[src/pprf_pkg.sv]
package pprf_pkg;

    localparam int PEERS_DEF = 16;
    localparam int ADDR_W    = 48;
    localparam int NUM_W     = 32;
    localparam int STATUS_W  = 2;

    localparam logic [STATUS_W-1:0] STATUS_OK      = 2'd0;
    localparam logic [STATUS_W-1:0] STATUS_ZERO    = 2'd1;
    localparam logic [STATUS_W-1:0] STATUS_STALE   = 2'd2;
    localparam logic [STATUS_W-1:0] STATUS_CLEARED = 2'd3;

    localparam logic OP_CHECK = 1'b0;
    localparam logic OP_CLEAR = 1'b1;

    typedef struct packed {
        logic [ADDR_W-1:0] addr;
        logic [NUM_W-1:0]  num;
    } entry_t;

endpackage

[src/pprf_if.sv]
interface pprf_req_if
    import pprf_pkg::*;
();
    logic              valid;
    logic              ready;
    logic              op;
    logic [ADDR_W-1:0] sender_addr;
    logic [NUM_W-1:0]  msg_number;

    modport source (output valid, output op, output sender_addr, output msg_number,
                    input ready);
    modport sink (input valid, input op, input sender_addr, input msg_number,
                  output ready);
endinterface

interface pprf_rsp_if
    import pprf_pkg::*;
();
    logic                valid;
    logic                ready;
    logic                accepted;
    logic [STATUS_W-1:0] status;
    logic                evicted;

    modport source (output valid, output accepted, output status, output evicted,
                    input ready);
    modport sink (input valid, input accepted, input status, input evicted,
                  output ready);
endinterface

[src/per_peer_replay_filter.sv]
// Per-peer replay filter.
// req channel: one beat per item. op clears the table or checks a message
// number against the last number accepted from its sender address.
// rsp channel: exactly one beat per item with accepted, status and evicted.
// The table of PEERS entries sits in one synchronous memory with a registered
// read port; per-entry valid bits sit in flip-flops.
// A clear or a zero number goes straight to the finish state. A check walks
// every entry through the memory read port, one entry a cycle, to find the
// sender, the first free entry and the smallest stored address, and then
// finishes; in the finish state the result and the table update commit.
// Throughput: one item at a time; req.ready is high only while idle, and a
// result waiting on rsp does not block the next item from being taken.
// Reset empties the table at once (valid bits cleared), no sweep needed.
// When rsp stalls, the result holds on rsp; a finished item then waits
// before its table update and result are committed.
module per_peer_replay_filter
    import pprf_pkg::*;
#(
    parameter int PEERS = PEERS_DEF
) (
    input  logic clk,
    input  logic rst_n,
    pprf_req_if.sink   req,
    pprf_rsp_if.source rsp
);

    localparam int IDX_W = (PEERS > 1) ? $clog2(PEERS) : 1;
    localparam int CNT_W = $clog2(PEERS + 1);

    localparam logic [1:0] ST_IDLE = 2'd0;
    localparam logic [1:0] ST_SCAN = 2'd1;
    localparam logic [1:0] ST_FIN  = 2'd2;

    logic [1:0] state_reg, state_next;

    logic              op_reg;
    logic [ADDR_W-1:0] addr_reg;
    logic [NUM_W-1:0]  num_reg;

    logic [CNT_W-1:0] issue_cnt_reg, issue_cnt_next;
    logic             chk_vld_reg, chk_vld_next;
    logic [IDX_W-1:0] chk_idx_reg, chk_idx_next;

    logic              match_reg, match_next;
    logic [IDX_W-1:0]  match_idx_reg, match_idx_next;
    logic [NUM_W-1:0]  match_num_reg, match_num_next;
    logic              free_reg, free_next;
    logic [IDX_W-1:0]  free_idx_reg, free_idx_next;
    logic              min_reg, min_next;
    logic [IDX_W-1:0]  min_idx_reg, min_idx_next;
    logic [ADDR_W-1:0] min_addr_reg, min_addr_next;

    logic [PEERS-1:0] valid_reg, valid_next;

    entry_t           mem [PEERS];
    entry_t           rdata_reg;
    logic             mem_re;
    logic [IDX_W-1:0] mem_ridx;
    logic             mem_we;
    logic [IDX_W-1:0] mem_widx;
    entry_t           mem_wdata;

    logic                out_valid_reg;
    logic                accepted_reg, accepted_next;
    logic [STATUS_W-1:0] status_reg, status_next;
    logic                evicted_reg, evicted_next;

    logic take;
    logic commit;

    assign req.ready    = (state_reg == ST_IDLE);
    assign take         = req.valid && req.ready;
    assign commit       = (state_reg == ST_FIN) && (!out_valid_reg || rsp.ready);
    assign rsp.valid    = out_valid_reg;
    assign rsp.accepted = accepted_reg;
    assign rsp.status   = status_reg;
    assign rsp.evicted  = evicted_reg;

    assign mem_re   = (state_reg == ST_SCAN) && (issue_cnt_reg < CNT_W'(PEERS));
    assign mem_ridx = issue_cnt_reg[IDX_W-1:0];

    always_ff @(posedge clk)
    begin
        if (mem_we)
        begin
            mem[mem_widx] <= mem_wdata;
        end
        if (mem_re)
        begin
            rdata_reg <= mem[mem_ridx];
        end
    end

    // State control and scan: issue one read a cycle, evaluate the beat returned by the previous read.
    always_comb
    begin
        state_next     = state_reg;
        issue_cnt_next = issue_cnt_reg;
        chk_vld_next   = 1'b0;
        chk_idx_next   = chk_idx_reg;
        match_next     = match_reg;
        match_idx_next = match_idx_reg;
        match_num_next = match_num_reg;
        free_next      = free_reg;
        free_idx_next  = free_idx_reg;
        min_next       = min_reg;
        min_idx_next   = min_idx_reg;
        min_addr_next  = min_addr_reg;

        case (state_reg)
            ST_IDLE:
            begin
                if (take)
                begin
                    issue_cnt_next = '0;
                    match_next     = 1'b0;
                    free_next      = 1'b0;
                    min_next       = 1'b0;
                    if (req.op == OP_CLEAR || req.msg_number == '0)
                    begin
                        state_next = ST_FIN;
                    end
                    else
                    begin
                        state_next = ST_SCAN;
                    end
                end
            end
            ST_SCAN:
            begin
                if (mem_re)
                begin
                    chk_vld_next   = 1'b1;
                    chk_idx_next   = mem_ridx;
                    issue_cnt_next = issue_cnt_reg + CNT_W'(1);
                end
                if (chk_vld_reg)
                begin
                    if (valid_reg[chk_idx_reg])
                    begin
                        if (!match_reg && rdata_reg.addr == addr_reg)
                        begin
                            match_next     = 1'b1;
                            match_idx_next = chk_idx_reg;
                            match_num_next = rdata_reg.num;
                        end
                        if (!min_reg || rdata_reg.addr < min_addr_reg)
                        begin
                            min_next      = 1'b1;
                            min_idx_next  = chk_idx_reg;
                            min_addr_next = rdata_reg.addr;
                        end
                    end
                    else if (!free_reg)
                    begin
                        free_next     = 1'b1;
                        free_idx_next = chk_idx_reg;
                    end
                    if (chk_idx_reg == IDX_W'(PEERS - 1))
                    begin
                        state_next = ST_FIN;
                    end
                end
            end
            ST_FIN:
            begin
                if (commit)
                begin
                    state_next = ST_IDLE;
                end
            end
            default:
            begin
                state_next = ST_IDLE;
            end
        endcase
    end

    // Decide the result and the table update from the op, the number and the scan summary.
    always_comb
    begin
        valid_next     = valid_reg;
        mem_we         = 1'b0;
        mem_widx       = match_idx_reg;
        mem_wdata.addr = addr_reg;
        mem_wdata.num  = num_reg;
        accepted_next  = 1'b1;
        status_next    = STATUS_OK;
        evicted_next   = 1'b0;

        if (op_reg == OP_CLEAR)
        begin
            status_next = STATUS_CLEARED;
            if (commit)
            begin
                valid_next = '0;
            end
        end
        else if (num_reg == '0)
        begin
            accepted_next = 1'b0;
            status_next   = STATUS_ZERO;
        end
        else if (match_reg)
        begin
            if (num_reg <= match_num_reg)
            begin
                accepted_next = 1'b0;
                status_next   = STATUS_STALE;
            end
            else
            begin
                mem_we = commit;
            end
        end
        else if (free_reg)
        begin
            mem_widx = free_idx_reg;
            mem_we   = commit;
            if (commit)
            begin
                valid_next[free_idx_reg] = 1'b1;
            end
        end
        else
        begin
            // Full table: drop the smallest address, the new one included.
            evicted_next = 1'b1;
            mem_widx     = min_idx_reg;
            mem_we       = commit && min_reg && (min_addr_reg < addr_reg);
        end
    end

    always_ff @(posedge clk or negedge rst_n)
    begin
        if (!rst_n)
        begin
            state_reg     <= ST_IDLE;
            valid_reg     <= '0;
            out_valid_reg <= 1'b0;
            chk_vld_reg   <= 1'b0;
        end
        else
        begin
            state_reg   <= state_next;
            valid_reg   <= valid_next;
            chk_vld_reg <= chk_vld_next;
            if (commit)
            begin
                out_valid_reg <= 1'b1;
            end
            else if (rsp.ready)
            begin
                out_valid_reg <= 1'b0;
            end
        end
    end

    always_ff @(posedge clk)
    begin
        if (take)
        begin
            op_reg   <= req.op;
            addr_reg <= req.sender_addr;
            num_reg  <= req.msg_number;
        end
        if (commit)
        begin
            accepted_reg <= accepted_next;
            status_reg   <= status_next;
            evicted_reg  <= evicted_next;
        end
        issue_cnt_reg <= issue_cnt_next;
        chk_idx_reg   <= chk_idx_next;
        match_reg     <= match_next;
        match_idx_reg <= match_idx_next;
        match_num_reg <= match_num_next;
        free_reg      <= free_next;
        free_idx_reg  <= free_idx_next;
        min_reg       <= min_next;
        min_idx_reg   <= min_idx_next;
        min_addr_reg  <= min_addr_next;
    end

endmodule
[src/flat_wrapper.sv]
// flat-port wrapper written by rule: the top's interface ports become plain ports
module per_peer_replay_filter_flat import pprf_pkg::*;
#(
    parameter int PEERS = PEERS_DEF
)
  (clk, rst_n, req_valid, req_op, req_sender_addr, req_msg_number, req_ready, rsp_valid, rsp_accepted, rsp_status, rsp_evicted, rsp_ready);
  pprf_req_if req_i ();
  pprf_rsp_if rsp_i ();
  input  logic clk;
  input  logic rst_n;
  input wire logic [$bits(req_i.valid)-1:0] req_valid;
  input wire logic [$bits(req_i.op)-1:0] req_op;
  input wire logic [$bits(req_i.sender_addr)-1:0] req_sender_addr;
  input wire logic [$bits(req_i.msg_number)-1:0] req_msg_number;
  output wire logic [$bits(req_i.ready)-1:0] req_ready;
  output wire logic [$bits(rsp_i.valid)-1:0] rsp_valid;
  output wire logic [$bits(rsp_i.accepted)-1:0] rsp_accepted;
  output wire logic [$bits(rsp_i.status)-1:0] rsp_status;
  output wire logic [$bits(rsp_i.evicted)-1:0] rsp_evicted;
  input wire logic [$bits(rsp_i.ready)-1:0] rsp_ready;
  assign req_i.valid = req_valid;
  assign req_i.op = req_op;
  assign req_i.sender_addr = req_sender_addr;
  assign req_i.msg_number = req_msg_number;
  assign req_ready = req_i.ready;
  assign rsp_valid = rsp_i.valid;
  assign rsp_accepted = rsp_i.accepted;
  assign rsp_status = rsp_i.status;
  assign rsp_evicted = rsp_i.evicted;
  assign rsp_i.ready = rsp_ready;
  per_peer_replay_filter #(.PEERS(PEERS)) u_core (.clk(clk), .rst_n(rst_n), .req(req_i), .rsp(rsp_i));
endmodule
[config.mk]
export PLATFORM = sky130hd
export DESIGN_NAME = per_peer_replay_filter_flat
export DESIGN_NICKNAME = d
export VERILOG_FILES = /design/src/pprf_pkg.sv /design/src/pprf_if.sv /design/src/per_peer_replay_filter.sv /design/src/flat_wrapper.sv
export SDC_FILE = /design/constraint.sdc
export NUM_CORES = 2
export LEC_CHECK = 0
export BUFFER_PORTS_ARGS = -buffer_cell sky130_fd_sc_hd__buf_2
export CORE_UTILIZATION = 45
export CTS_BUF_LIST = sky130_fd_sc_hd__clkbuf_8
export CTS_CLUSTER_DIAMETER = 150
export DETAILED_ROUTE_END_ITERATION = 8
export PLACE_DENSITY = 0.7
export SYNTH_ARGS = -nofsm -noshare
export SYNTH_HDL_FRONTEND = slang
export SYNTH_SLANG_ARGS = --single-unit
[constraint.sdc]
create_clock -name clk -period 12.2 [get_ports clk]
set_input_delay 1.83 -clock clk [delete_from_list [all_inputs] [get_ports clk]]
set_output_delay 1.83 -clock clk [all_outputs]
set_load 0.01 [all_outputs]
Word-level counts from Yosys, hierarchy flattened. Memories as Yosys holds them, arrays and structs flattened. A register that Yosys moved wholly into a read port is not among the register bits. Cells that the tools add are included.

Bits in registers: 209. RAM bits: 1280. Bits of input ports: 85. Output and inout bits: 6. Word-level logic and storage cells: 134. Memories kept: 1.

Add/subtract/negate cells: 1. $lt $le $gt $ge: 7. Equal/unequal tests: 16. Muxes and demuxes: 53. Bitwise operators: 3. Reductions and logical operators: 32.

Memory list: u_core.mem (words 16, width 80, rd ports 1, clocked after Yosys merged registers in 1, wr ports 1, RTL line per_peer_replay_filter.sv:55) `entry_t mem [PEERS];`.

Operators by type and width (count): less-than comparator 48 bit (2); two-way mux 16 bit (6); logical NOT 32 bit (2); == test 48 bit (1); less-or-equal comparator 32 bit (1); two-way mux 1 bit (26); AND reduction 4 bit (5); two-way mux 2 bit (8); two-way mux 4 bit (4); bitwise OR 16 bit (1); AND reduction 5 bit (3); != test 2 bit (second input constant) (7); less-than comparator 4 x 5 -> 1 bit (second input constant) (2); two-way mux 5 bit (2); != test 2 x 1 -> 1 bit (second input constant) (5); one-hot mux 5 bit (2 select lines) (1); nonzero test 2 bit (4); logical AND 1 bit (7); one-hot mux 1 bit (2 select lines) (3); one-hot mux 2 bit (3 select lines) (1); adder 5 x 1 -> 5 bit (second input constant) (1); less-than comparator 5 bit (second input constant) (1); binary-select mux 1 bit (select 4 bit) (1); demux 1 bit (select 4 bit) (1); 12 further kinds (17).

Logic depth before layout (Yosys ltp).
Word-level depth: 11. Depth in mapped cells: 11. Depth with buffers taken out: 9.

Worst setup path before layout. No wires, ideal clock.

Path type: in2reg. Start: in rsp_ready. End: mem u_core.mem[12][0] (netlist bit) (enable). Arrival time: 11.275 ns. Path slack: 0.181 ns. Cell stages on the path: 8. Buffers on the path: 1. Cell sequence: nand2b_1 -> nand2_1 -> or2_2 -> nor4_1 -> a22o_1 -> nand4_2 -> buf_4 -> nor4b_1.

Cells in the longest elaborated chain, start to end: 10.

RTL lines: start, declared (RTL line flat_wrapper.sv:20) `input wire logic [$bits(rsp_i.ready)-1:0] rsp_ready;`; logical OR 1 bit * (RTL line per_peer_replay_filter.sv:73) `assign commit = (state_reg == ST_FIN) && (!out_valid_reg || rsp.ready);`; logical AND 1 bit * (RTL line per_peer_replay_filter.sv:73); logical AND 1 bit (2 in series) (RTL line per_peer_replay_filter.sv:230) `mem_we = commit && min_reg && (min_addr_reg < addr_reg);`; two-way mux 1 bit (RTL line per_peer_replay_filter.sv:216) `else if (free_reg)`; two-way mux 1 bit * (RTL line per_peer_replay_filter.sv:204) `else if (match_reg)`; two-way mux 1 bit * (RTL line per_peer_replay_filter.sv:199) `else if (num_reg == '0)`; two-way mux 1 bit * (RTL line per_peer_replay_filter.sv:191) `if (op_reg == OP_CLEAR)`; two-way mux 1 bit * (RTL line per_peer_replay_filter.sv:84) `if (mem_we)`; two-way mux 1 bit (implied by the code) * (RTL line per_peer_replay_filter.sv:86) `mem[mem_widx] <= mem_wdata;`; end, declared (RTL line per_peer_replay_filter.sv:55).

Every way passes the cells marked *; elsewhere a longest branch is shown, timed or not.

Worst setup path in the final report.
Start: reg u_core.num_reg[29]. End: mem u_core.mem[14][54] (netlist bit) (enable).

Cells in the longest elaborated chain, start to end: 7.

RTL lines: start, declared (RTL line per_peer_replay_filter.sv:38) `logic [NUM_W-1:0] num_reg;`; start signal, assigned (RTL line per_peer_replay_filter.sv:265) `num_reg <= req.msg_number;`; less-or-equal comparator 32 bit (RTL line per_peer_replay_filter.sv:206) `if (num_reg <= match_num_reg)`; two-way mux 1 bit (RTL line per_peer_replay_filter.sv:206); two-way mux 1 bit (RTL line per_peer_replay_filter.sv:204); two-way mux 1 bit (RTL line per_peer_replay_filter.sv:199); two-way mux 1 bit (RTL line per_peer_replay_filter.sv:191); two-way mux 1 bit (RTL line per_peer_replay_filter.sv:84); two-way mux 1 bit (implied by the code) (RTL line per_peer_replay_filter.sv:86).

Several ways; a longest one is shown, not always the timed one.

==> results by group <==
Run status
  – Status: complete, no violations

Run
  – Max Cap Viol: 0

Routing
  – DR DRC count: 0
  – Iter 0 DRT Violations: approximately 3,200
  – Overall routed net length: 133.2 mm
  – Drt via density: 5.708
  – Post-route ant nets: 0
  – DR pass1 iterations: 5
  – Routed WL per cell: 26.46 um
  – Via count: 28,740

Yosys
  – Syn nets: 2,962
  – Area contributors post-synth: edfxtp_1 (76%), mux4_2 (15%), ha_1 (2.6%)
  – Largest family of logic cells by synthesized area: multiplexers
  – Mux share of post-synthesis cell area: 0.1493
  – Syn Inst Count: ~2,800
  – FFs w/ async S/R, synth: 0.01275
  – Ys Warns: 0
  – Part of the Yosys area used for sequential elements: 0.7678
  – Post-synth EDFFs: 1,549
  – Yosys reg bits: 1,569
  – Synth area leader: edfxtp_1
  – Main flop type after synthesis: edfxtp_1
  – Post-synthesis compound-gate area fraction: 0.01457
  – Top cell type's share of synthesized area: 0.7596
  – Adder-cell share of the synthesized area: 0.02595
  – Synth cell types: 53
  – Synth Cell Area: 61,230 um^2
  – Mean Syn Cell Area: roughly 22 um^2
  – Synth Area in Simple Gates: 0.01964
  – Xor and xnor area share after synthesis: 0.007295

Critical path
  – Crit-path max FO: 57
  – CP arrival: 5.14 ns
  – Critical Path End Type: flip-flop
  – Worst R2R Setup Slack: 7.57 ns
  – Critical path startpoint category: flip-flop
  – RR Startpoint: u_core.num_reg[29]
  – R2R cell count: 9
  – Crit path from: u_core.num_reg[29]
  – Worst Path Class, Setup: flip-flop to flip-flop
  – Worst EP required: 12.71 ns
  – Critical R2R Capture: u_core.mem[14][54]

Floorplan
  – Die span in x: 370.9 um
  – Initial Utilization: 0.4560
  – Die height: 370.9 um
  – Die ar.: 137,600 um^2
  – IO Count: 91
  – Core Area: 134,300 um^2
  – Row count: 134

CTS
  – Clock latency on the worst-skew pair: around 0.97 ns
  – Post-CTS Repair Setup Buffers: 0
  – Maximum root-to-sink buffer count: 3
  – CTS tree: done
  – Post-CTS resize count: 0
  – Hold buffer count at CTS: 0
  – Reg clk slew, reported paths: 0.06 ns
  – Clock Root Buffer: clkbuf_8
  – CTS Buf Count: 239
  – Sink Count: ~1,600
  – # H-tree levels: 4

Power
  – Int Pwr: slightly above 10 mW
  – Lkg Pwr: between 20 and 25 nW
  – Comb power frac: 0.223
  – Clock network power share: 0.292
  – Sw Pwr: 4.151 mW
  – Worst vdd ir: 0.1958 mV
  – Pwr dens: 210.3 nW/um^2
  – Sw frac: 0.2869
  – Total chip power: 14.47 mW
  – Sequential fraction of design power: 0.485

Min path
  – Hold EP: u_core.match_num_reg[4]
  – WHS Path Cells: 0
  – Hold Crit Start: u_core.rdata_reg[4]
  – Hold Crit Class: flip-flop to flip-flop

Timing
  – Final Skew: 0.08133 ns
  – Crit path time final: 4.634 ns
  – Unrepaired setup endpoints after global routing: false
  – Final slew viol count: 0
  – # setup viols final: 0
  – Worst-case hold slack: 0.3979 ns
  – Fin. Hold Viols: 0
  – FMAX: between 200 and 250 MHz
  – Tightest Pin Transition: 1.122 ns
  – Fin crit share: 0.3798
  – Setup_tns: 0 ns
  – Rel. slew slack: 0.2521

Final layout
  – Largest register FFs: 1,280
  – Most frequent cells in the layout: edfxtp_1 (1,549), mux4_2 (405), clkbuf_8 (245), inv_1 (203), ha_1 (127)
  – # nets final: 3,263
  – Leading cell type in the layout, fill and taps excluded: edfxtp_1
  – Fillers: roughly 10,000
  – Area delta synth->final: 12.36%
  – Share of cells above drive strength 1: 0.2774

Placed design
  – Dpl hpwl: between 70 and 80 mm
  – Port Buf Inserts: 90
  – Global placer's final weighted congestion: 0.8424

GRT
  – Largest net degree at the start of global routing: 145
  – Vias in the first global route: 29,460
  – GRT Resource Usage Total: 0.1960
  – Initial antenna violation count: 11
  – First-pass GRT wire length: 195.0 mm
  – GRT Residual Overflow: 0
==> area by class of cell <==
cell class,instances,area (um^2),share of cell area
inverter,137,516.7,0.007511
sequential,1569,47020,0.6833
antenna,5,12.51,0.0001819
timing repair buffer,158,973.4,0.01415
tap,1768,2212,0.03215
clock inverter,207,1310,0.01904
multi-input combinational,946,13390,0.1946
clock buffer,245,3372,0.04901
==> power groups by stage <==
stage | sequential [mW] | clock (mW) | combinational (mW)
after CTS | 7.01 | 4.32 | 3.30
after floorplan | 6.96 | 0 | 2.39
after global placement | 7.10 | 0 | 3.26
after detailed placement | 7.12 | 0 | 3.28
after global routing | 7.06 | 4.55 | 3.47
final | 7.02 | 4.22 | 3.23
==> layer usage <==
layer / vias to the layer above / global-route usage / share of wire
li1: 12170 / - / -
met1: 15230 / 0.2826 / 0.42
met2: 1155 / 0.3053 / 0.48
met3: 179 / 0.03837 / 0.078
met4: 6 / 0.05658 / 0.020
met5: - / 0 / 0.00026
==> worst max-delay path: stages, from the launching register on <==
cell      delay, ns
edfxtp_1       0.68
ha_1           0.43
nand4_1        0.14
nor3_1         0.27
and4_1         0.33
o41a_1         0.26
o41ai_2        0.19
a21o_1         0.51
nor4b_2        0.42
buf_4          0.91
==> cells in the mapped netlist, types with 8 or more instances <==
cell type	count
a31oi_1	9
dfrtp_1	20
nor3_1	12
xor2_1	39
o21a_1	19
nor4_1	41
nand4_1	24
a21oi_1	49
o21ai_0	25
clkbuf_1	57
a21o_1	13
nor2_1	36
mux4_2	405
inv_1	137
xnor2_1	12
ha_1	127
nand3_1	23
buf_1	8
buf_2	29
nand2_1	43
edfxtp_1	1549
==> kinds of logic (layout without fill, tap and decap cells) <==
logic type,count (synthesis),in the layout
buffers and inverters,235,747
adder cells (fa/ha/maj),127,127
AND/OR/NAND/NOR,221,221
multiplexers,407,407
XOR/XNOR,51,51
other,0,5
AO/OA/AOI/OAI,140,140
flip-flops,1569,1569
==> how the worst max path moves through the flow <==
stage,to
after floorplan,u_core.mem[12][0]
after global placement,u_core.mem[14][5]
after detailed placement,u_core.mem[14][5]
after CTS,u_core.mem[14][54]
after global routing,u_core.mem[14][52]
final,u_core.mem[14][54]
==> through the flow <==
stage,worst slack (ns),utilization,cells,instance area [um^2]
floorplan,0.1814,-,2750,61230
global placement,6.869,0.4774,4578,64110
detailed placement,6.826,0.4774,4578,64110
CTS,7.543,0.5122,5030,68790
global route,7.351,0.5123,5035,68800
finish,7.566,0.5123,5035,68800
(Power assumes the default switching activity.)
